===== config.mk =====
export PLATFORM = sky130hd
export DESIGN_NAME = fpw_blend
export DESIGN_NICKNAME = d
export VERILOG_FILES = /design/src/design/fpw_pkg.sv /design/src/design/fpw_blend.sv
export SDC_FILE = /design/constraint.sdc
export NUM_CORES = 1
export LEC_CHECK = 0
export BUFFER_PORTS_ARGS = -buffer_cell sky130_fd_sc_hd__clkbuf_2
export CAP_MARGIN = 20
export CORE_MARGIN = 1
export CORE_UTILIZATION = 54
export DETAILED_ROUTE_END_ITERATION = 6
export GPL_ROUTABILITY_DRIVEN = 1
export PLACE_DENSITY = 0.75
export SYNTH_ARGS = -nofsm -noshare
export SYNTH_HDL_FRONTEND = slang
export SYNTH_SLANG_ARGS = --single-unit

===== constraint.sdc =====
create_clock -name i_clk -period 6.6 [get_ports i_clk]
set_clock_uncertainty 0.1 [all_clocks]
set_input_delay 0.99 -clock i_clk [delete_from_list [all_inputs] [get_ports i_clk]]
set_output_delay 0.99 -clock i_clk [all_outputs]
set_load 0.01 [all_outputs]

===== src/design/fpw_pkg.sv =====
package fpw_pkg;

    // Default store geometry
    localparam int MAX_WIDTH_DEF  = 64;
    localparam int MAX_HEIGHT_DEF = 64;

    // Request opcodes
    localparam logic [1:0] OP_READ  = 2'd0;
    localparam logic [1:0] OP_FILL  = 2'd1;
    localparam logic [1:0] OP_BLEND = 2'd2;
    localparam logic [1:0] OP_COPY  = 2'd3;

    // Pixel formats
    localparam logic [2:0] FMT_RGB565 = 3'd0;
    localparam logic [2:0] FMT_RGB888 = 3'd1;
    localparam logic [2:0] FMT_ARGB   = 3'd2;
    localparam logic [2:0] FMT_BGRA   = 3'd3;
    localparam logic [2:0] FMT_MONO   = 3'd4;

    // What the datapath writes back
    localparam logic [2:0] MODE_NONE  = 3'd0;
    localparam logic [2:0] MODE_BLEND = 3'd1;
    localparam logic [2:0] MODE_PACK  = 3'd2;
    localparam logic [2:0] MODE_LUMA  = 3'd3;
    localparam logic [2:0] MODE_COPY  = 3'd4;

    // Register indexes (word address)
    localparam logic [1:0] REG_FORMAT = 2'd0;
    localparam logic [1:0] REG_WIDTH  = 2'd1;
    localparam logic [1:0] REG_HEIGHT = 2'd2;

    // BT.601 luma weights, scaled by 1000
    localparam int LUMA_R      = 299;
    localparam int LUMA_G      = 587;
    localparam int LUMA_B      = 114;
    localparam int LUMA_THRESH = 128 * 1000;

    localparam logic [7:0] COV_HALF     = 8'h80;
    localparam logic [7:0] ALPHA_OPAQUE = 8'd255;

    typedef struct packed {
        logic [1:0]         opcode;
        logic signed [15:0] pos_x;
        logic signed [15:0] pos_y;
        logic [7:0]         red;
        logic [7:0]         green;
        logic [7:0]         blue;
        logic [7:0]         alpha;
        logic [7:0]         coverage;
        logic [31:0]        source_pixel;
    } t_pix_req;

    typedef struct packed {
        logic [31:0] pixel_value;
        logic        written;
        logic        clipped;
    } t_pix_rsp;

    // Operation held for the datapath while a request is in flight
    typedef struct packed {
        logic [2:0]  fmt;
        logic [2:0]  mode;
        logic [7:0]  red;
        logic [7:0]  green;
        logic [7:0]  blue;
        logic [7:0]  alpha;
        logic [7:0]  weight;
        logic [31:0] src;
    } t_op_ctl;

    // floor(s / 255) for s up to 255 * 255
    function automatic logic [7:0] div255(input logic [15:0] s);
        logic [16:0] t;
        t = {1'b0, s} + 17'(s[15:8]) + 17'd1;
        return t[15:8];
    endfunction

    // Native layout; k is the alpha byte for the 32-bit formats
    function automatic logic [31:0] pack_pixel(input logic [2:0] fmt,
                                               input logic [7:0] r,
                                               input logic [7:0] g,
                                               input logic [7:0] b,
                                               input logic [7:0] k);
        logic [31:0] v;
        unique case (fmt)
            FMT_RGB565: v = {16'd0, r[7:3], g[7:2], b[7:3]};
            FMT_RGB888: v = {8'd0, b, g, r};
            FMT_ARGB:   v = {b, g, r, k};
            default:    v = {k, r, g, b};
        endcase
        return v;
    endfunction

    // Raw copy trimmed to the format's width
    function automatic logic [31:0] copy_mask(input logic [2:0] fmt, input logic [31:0] src);
        logic [31:0] v;
        unique case (fmt)
            FMT_RGB565: v = {16'd0, src[15:0]};
            FMT_RGB888: v = {8'd0, src[23:0]};
            FMT_ARGB:   v = src;
            FMT_BGRA:   v = src;
            FMT_MONO:   v = {31'd0, src[0]};
            default:    v = 32'd0;
        endcase
        return v;
    endfunction

endpackage


===== src/design/fpw_blend.sv =====
module fpw_blend (
    input  logic             i_clk,
    input  logic             i_mul_en,
    input  fpw_pkg::t_op_ctl i_ctl,
    input  logic [31:0]      i_dst,
    output logic [31:0]      o_pixel
);

    logic [7:0]  d_r, d_g, d_b;
    logic [7:0]  w_inv;
    logic [15:0] r_ps_r, r_ps_g, r_ps_b;
    logic [15:0] r_pd_r, r_pd_g, r_pd_b;
    logic [17:0] r_luma;
    logic [7:0]  mix_r, mix_g, mix_b;
    logic [7:0]  keep;
    logic        luma_on;

    // Destination channels in the current layout
    always_comb begin
        unique case (i_ctl.fmt)
            fpw_pkg::FMT_RGB565: begin
                d_r = {i_dst[15:11], 3'b000};
                d_g = {i_dst[10:5], 2'b00};
                d_b = {i_dst[4:0], 3'b000};
            end
            fpw_pkg::FMT_RGB888: begin
                d_r = i_dst[7:0];
                d_g = i_dst[15:8];
                d_b = i_dst[23:16];
            end
            fpw_pkg::FMT_ARGB: begin
                d_r = i_dst[15:8];
                d_g = i_dst[23:16];
                d_b = i_dst[31:24];
            end
            default: begin
                d_r = i_dst[23:16];
                d_g = i_dst[15:8];
                d_b = i_dst[7:0];
            end
        endcase
    end

    assign w_inv = 8'(fpw_pkg::ALPHA_OPAQUE - i_ctl.weight);

    // Product stage: src*w, dst*(255-w) and the weighted luma
    always_ff @(posedge i_clk) begin
        if (i_mul_en) begin
            r_ps_r <= 16'(i_ctl.red) * 16'(i_ctl.weight);
            r_ps_g <= 16'(i_ctl.green) * 16'(i_ctl.weight);
            r_ps_b <= 16'(i_ctl.blue) * 16'(i_ctl.weight);
            r_pd_r <= 16'(d_r) * 16'(w_inv);
            r_pd_g <= 16'(d_g) * 16'(w_inv);
            r_pd_b <= 16'(d_b) * 16'(w_inv);
            r_luma <= 18'(i_ctl.red) * 18'(fpw_pkg::LUMA_R)
                    + 18'(i_ctl.green) * 18'(fpw_pkg::LUMA_G)
                    + 18'(i_ctl.blue) * 18'(fpw_pkg::LUMA_B);
        end
    end

    // Finish: sum, divide by 255, repack
    assign mix_r   = fpw_pkg::div255(16'(r_ps_r + r_pd_r));
    assign mix_g   = fpw_pkg::div255(16'(r_ps_g + r_pd_g));
    assign mix_b   = fpw_pkg::div255(16'(r_ps_b + r_pd_b));
    assign keep    = (i_ctl.fmt == fpw_pkg::FMT_ARGB) ? i_dst[7:0] : i_dst[31:24];
    assign luma_on = (r_luma >= 18'(fpw_pkg::LUMA_THRESH));

    always_comb begin
        unique case (i_ctl.mode)
            fpw_pkg::MODE_BLEND:
                o_pixel = fpw_pkg::pack_pixel(i_ctl.fmt, mix_r, mix_g, mix_b, keep);
            fpw_pkg::MODE_PACK:
                o_pixel = fpw_pkg::pack_pixel(i_ctl.fmt, i_ctl.red, i_ctl.green,
                                              i_ctl.blue, i_ctl.alpha);
            fpw_pkg::MODE_LUMA:
                o_pixel = {31'd0, luma_on};
            fpw_pkg::MODE_COPY:
                o_pixel = fpw_pkg::copy_mask(i_ctl.fmt, i_ctl.src);
            default:
                o_pixel = i_dst;
        endcase
    end

endmodule


# Yosys cells after proc, flatten, opt, wreduce, memory -nomap -nowiden
# Index checks and enable logic that the tools add are counted.
dict set report totals {
  reg_bits 114
  output_inout_bits 32
}
dict set report op_classes {
  n_addsub 12
  multipliers 9
  magnitude_cmp 1
  n_eq_ne 8
  n_mux 8
  n_reduce_logical 2
}
# operator n
set op_table {}
lappend op_table {{32-bit one-hot mux with 4 select lines} 2}
lappend op_table {{32-bit one-hot mux with 3 select lines} 2}
lappend op_table {{8-bit by 8-bit multiplier with 16-bit output} 6}
lappend op_table {{16-bit by 1-bit adder with 16-bit output (second input constant)} 3}
lappend op_table {{16-bit adder} 3}
lappend op_table {{16-bit by 8-bit adder with 16-bit output} 3}
lappend op_table {{8-bit one-hot mux with 3 select lines} 2}
lappend op_table {{17-bit by 18-bit adder with 18-bit output} 1}
lappend op_table {{18-bit by 15-bit adder with 18-bit output} 1}
lappend op_table {{18-bit by 17-bit >= comparator with 1-bit output (second input constant)} 1}
lappend op_table {{8-bit by 10-bit multiplier with 18-bit output (second input constant)} 1}
lappend op_table {{8-bit by 9-bit multiplier with 17-bit output (second input constant)} 1}
lappend op_table {{8-bit one-hot mux with 2 select lines} 1}
lappend op_table {{8-bit by 6-bit multiplier with 14-bit output (second input constant)} 1}
lappend op_table {{3-bit by 2-bit == test with 1-bit output (second input constant)} 4}
lappend op_table {{8-bit 2-to-1 mux} 1}
lappend op_table {{8-bit subtractor (first input constant)} 1}
lappend op_table {{3-bit by 1-bit == test with 1-bit output (second input constant)} 2}
lappend op_table {{3-bit == test (second input constant)} 2}
lappend op_table {{3-bit zero test} 1}
lappend op_table {{2-bit OR reduction} 1}

# Depth between registers and ports, before layout
dict set report logic_depth {
  word_depth 5
  depth_mapped 26
  depth_no_buf 25
}

# Least setup slack after synthesis
# No wires, ideal clock.
dict set report synth_timing {
  path_type {in2reg}
  from {in i_ctl[48] (netlist bit)}
  to {reg r_luma[16], data pin}
  setup_ps 258
  t_arrival_ps 6252
  t_required_ps 6242
  slack_ps -10
  path_stages 22
  path_buffers 0
  cell_sequence {fa_1 -> inv_1 -> fa_1 -> inv_1 -> ha_1 -> ha_1 -> fa_1 -> xor2_1 -> ha_1 -> fa_1 -> inv_1 -> fa_1 -> fa_1 -> inv_1 -> ha_1 -> inv_1 -> o21bai_1 -> a211oi_1 -> o21ai_0 -> a31o_2 -> a21oi_1 -> xnor2_1}
}
dict set report synth_via {
  elab_chain_len 2
}
# element line_no
set synth_rtl {}
lappend synth_rtl {{from (decl)} fpw_blend.sv:4} ;# input fpw_pkg::t_op_ctl i_ctl,
lappend synth_rtl {{8-bit by 6-bit multiplier with 14-bit output} fpw_blend.sv:57} ;# + 18'(i_ctl.blue) * 18'(fpw_pkg::LUMA_B);
lappend synth_rtl {{18-bit by 15-bit adder with 18-bit output} fpw_blend.sv:57}
lappend synth_rtl {{to (signal assigned)} fpw_blend.sv:55} ;# r_luma <= 18'(i_ctl.red) * 18'(fpw_pkg::LUMA_R)
lappend synth_rtl {{to (decl)} fpw_blend.sv:13} ;# logic [17:0] r_luma;
# No other way between the ends.
# A chain may end at the register's enable or synchronous reset.

# Final worst setup path
dict set report layout_timing {
  from {reg r_pd_r[0]}
  to {out o_pixel[5]}
}
dict set report layout_via {
  elab_chain_len 5
}
# element line_no
set layout_rtl {}
lappend layout_rtl {{from (decl)} fpw_blend.sv:12} ;# logic [15:0] r_pd_r, r_pd_g, r_pd_b;
lappend layout_rtl {{from (signal assigned)} fpw_blend.sv:52} ;# r_pd_r <= 16'(d_r) * 16'(w_inv);
lappend layout_rtl {{16-bit adder} fpw_blend.sv:62} ;# assign mix_r = fpw_pkg::div255(16'(r_ps_r + r_pd_r));
lappend layout_rtl {{16-bit by 8-bit adder with 16-bit output} fpw_pkg.sv:74} ;# t = {1'b0, s} + 17'(s[15:8]) + 17'd1;
lappend layout_rtl {{16-bit by 1-bit adder with 16-bit output} fpw_pkg.sv:74}
lappend layout_rtl {{32-bit one-hot mux with 3 select lines} fpw_pkg.sv:85} ;# unique case (fmt)
lappend layout_rtl {{32-bit one-hot mux with 4 select lines} fpw_blend.sv:69} ;# unique case (i_ctl.mode)
lappend layout_rtl {{to (decl)} fpw_blend.sv:6} ;# output logic [31:0] o_pixel
# No other way between the ends.

==> reports/qor.txt <==
Largest family of logic cells by synthesized area - adder cells
Setup crit start kind - flop
Post-synthesis adder-cell area fraction - 43.8%
Total global routing overflow - 0
CTS tree - done
Fmax - 156 MHz
# IOs - 144
Total of max-cap violations - 0
GRT Util Overall - 34.0%
First-pass GRT wire length - 120 mm
Crit. Startpoint - r_pd_r[0]
Worst slew margin - 24.5%
Sequential share of the synthesized area - 12.8%
Area Overhead vs Synth - 11.2%
CORE AREA - 44300 um2
DP HPWL - 62.4 mm
Post-DRT Antenna Nets - 0
Comb pwr share - 84.5%
IO Port Bufs - 143
Post-Syn Area per Cell - 8.73 um2
Register area - 3120 um2
EDFF count, synth - 104
Ys Warns - 0
Die Ht - 214 um
Slew Viols, Final - 0
Post-synth ARST share - 0%
Initial core utilization - 54.9%
Setup CP Type - flop to primary output
Setup TNS - 0 ns
Fraction of layout instances using a drive strength above 1 - 14.7%
Multi-input logic area - 19100 um2
Post-Synth Simple-Gate Area - 14.9%
Num CTS Buffers - 9
Min-delay src - i_mul_en
Final Hold Viols - 0
Critical path arrival - 5.33 ns
Worst hold slack - 1.01 ns
Worst Hold Class - input port to flop
Static leakage - 13.6 nW
Netlist Area Pre-Place - 24300 um2
Die area - 45900 um2
Post-synthesis cell count - 2784
Most used DFF post-synth - edfxtp_1
Post-synthesis compound-gate area fraction - 12.7%
PD cells - 494 nW/um2
Vias in the first global route - 21300
Worst Setup End Kind - primary output
Wire per inst - 21.3 um
Post-synth net total - 3572
Period minus WS final - 6.42 ns
Status - finished clean
Worst-Margin Slew - 1.13 ns
Residual DRC - 0
Maximum number of pins on one net before global-route repair - 64
Final period utilization - 97.3%
Chip Width - 214 um
Final setup viols - 0
Detailed Route WL - 76.4 mm
Clk root buf - clkbuf_16
Via count - 20800
Switching Share - 52.0%
Synth Area in XOR/XNOR - 5.23%
Number of clock sinks - 104
Final net count - 3759
FILL cells - 3847
Drt pass-1 iters - 6
Clock share of power - 4.6%
CP max FO - 5
Global placement routability congestion - 1.03
Seq cells post-synth - 104
H-tree levels - 3
Initial DRC Count - 1840
Row cnt - 77
Req. time, crit path - 5.51 ns
Switching pwr - 0.00695 W
Sequential Power Share - 10.8%
Yosys cell types - 80
Multiplexer share of the synthesized area - 1.10%
CTS clk-pin slew, worst paths - 0.08 ns
Initial antenna violation count - 23
Internal power - 0.00641 W
Routed vias/inst - 5.81
Max clock buf depth - 2
Peak supply drop - 0.726 mV
sequential cells by signal, summed over array words and instances, names as in the netlist:
register	cells
r_ps_r	16
r_pd_g	16
r_ps_g	16
r_pd_r	16
r_ps_b	16
r_luma	8
r_pd_b	16
layout make-up:
cell class                 instances  share of cell area [%]
tap                              592                    2.74
clock buffer                       9                   0.833
timing repair buffer             286                    6.77
antenna                           15                   0.139
clock inverter                     6                   0.333
sequential                       104                    11.5
multi-input combinational       2067                    70.7
inverter                         503                    6.98
Yosys cell counts (all sizes together), types with 23 or more instances:
master,number,area share (%)
inv,501,7.7
and2,111,2.9
nand2,185,2.9
clkbuf,100,1.5
or2,72,1.9
xnor2,103,3.8
a221oi,23,0.83
fa,291,24
nor2,238,3.7
a21oi,138,2.8
o21ai,115,2.4
nor3,36,0.78
xor2,37,1.5
a21o,30,0.93
ha,385,20
edfxtp,104,13
nand3,26,0.56
what timing repair did:
action / in CTS / in global routing
hold buffers: 0 / 0
pin swaps: 1 / 8
endpoints found under the setup margin: 4 / 26
setup buffers: 2 / 5
gates resized for setup: 3 / 38
cells by family (layout without fill, tap and decap cells):
logic type / count (synthesis) / in the layout
adder cells (fa/ha/maj): 676 / 676
multiplexers: 26 / 26
XOR/XNOR: 140 / 140
AO/OA/AOI/OAI: 479 / 479
other: 0 / 15
AND/OR/NAND/NOR: 746 / 746
buffers and inverters: 613 / 804
flip-flops: 104 / 104
metrics by stage:
stage | utilization [%] | cell area [um2] | instances | power, W | setup WS [ns]
2_1_floorplan | - | 24300 | 2784 | 0.00889 | 0.0199
6_report | 61.0 | 27000 | 3582 | 0.0134 | 0.180
5_1_grt | 61.0 | 27000 | 3581 | 0.0146 | -0.0339
4_1_cts | 60.4 | 26800 | 3561 | 0.0128 | 0.00837
3_5_place_dp | 59.6 | 26400 | 3544 | 0.0120 | -0.513
3_3_place_gp | 59.6 | 26400 | 3544 | 0.0117 | -0.413
per-layer routing:
layer  part of all wire [%]  GRT usage [%]  wire length [um]  up-vias
li1                       -              -                 -     9537
met1                     40           42.8             30400    10200
met2                     47           55.2             35600      881
met3                    8.2           7.73              6290      223
met4                    5.1           16.6              3900       18
met5                   0.13              0               103        -
worst paths after layout:
path	to	slack, ns	depth (start not counted)
worst min-delay path	r_pd_g[13]	1.01	1
worst max-delay path	o_pixel[5]	0.18	21
worst max-delay path, stage by stage (launching register included):
cell and delay [ns]:
edfxtp_1 0.37, ha_1 0.22, inv_1 0.07, fa_1 0.40, nand2b_1 0.20, a21oi_1 0.20
o21ai_1 0.17, a21o_1 0.24, a211oi_4 0.32, inv_1 0.16, ha_1 0.31, and4_1 0.21
a31oi_1 0.09, o21ai_1 0.14, nor2_1 0.11, nor3b_2 0.28, nand4_2 0.25, xor2_1 0.35
o22ai_1 0.18, a221o_1 0.33, nand3_1 0.17, clkbuf_2 0.16
layout by cell type, fill, tap and decap left out, drive strengths merged, types with 7 or more instances in the layout:
| master | netlist | final |
|---|---|---|
| edfxtp | 104 | 104 |
| a31oi | 10 | 10 |
| a22oi | 16 | 16 |
| o211ai | 13 | 13 |
| a21o | 30 | 30 |
| nand2 | 185 | 185 |
| o21ai | 115 | 115 |
| o22ai | 17 | 17 |
| ha | 385 | 385 |
| nor3 | 36 | 36 |
| buf | 10 | 146 |
| diode | 0 | 15 |
| a211oi | 10 | 10 |
| or3 | 8 | 8 |
| nor4 | 7 | 7 |
| a221oi | 23 | 23 |
| xnor2 | 103 | 103 |
| nand3 | 26 | 26 |
| a21boi | 15 | 15 |
| nand4 | 10 | 10 |
| or2 | 72 | 72 |
| and2 | 111 | 111 |
| nor2b | 19 | 19 |
| a21oi | 138 | 138 |
| o21bai | 14 | 14 |
| nor2 | 238 | 238 |
| clkbuf | 100 | 149 |
| inv | 501 | 503 |
| o221ai | 8 | 8 |
| mux2i | 21 | 21 |
| xor2 | 37 | 37 |
| o21a | 10 | 10 |
| fa | 291 | 291 |
| nand2b | 10 | 10 |
power by group through the flow:
stage               registers (W)  clock network, W  logic, W
global route              0.00146          0.000654    0.0125
detailed placement        0.00147                 0    0.0105
floorplan                 0.00134                 0   0.00755
finish                    0.00145          0.000620    0.0113
CTS                       0.00145          0.000634    0.0107
global placement          0.00147                 0    0.0103
Note: power is estimated with default switching activity, not from simulation.
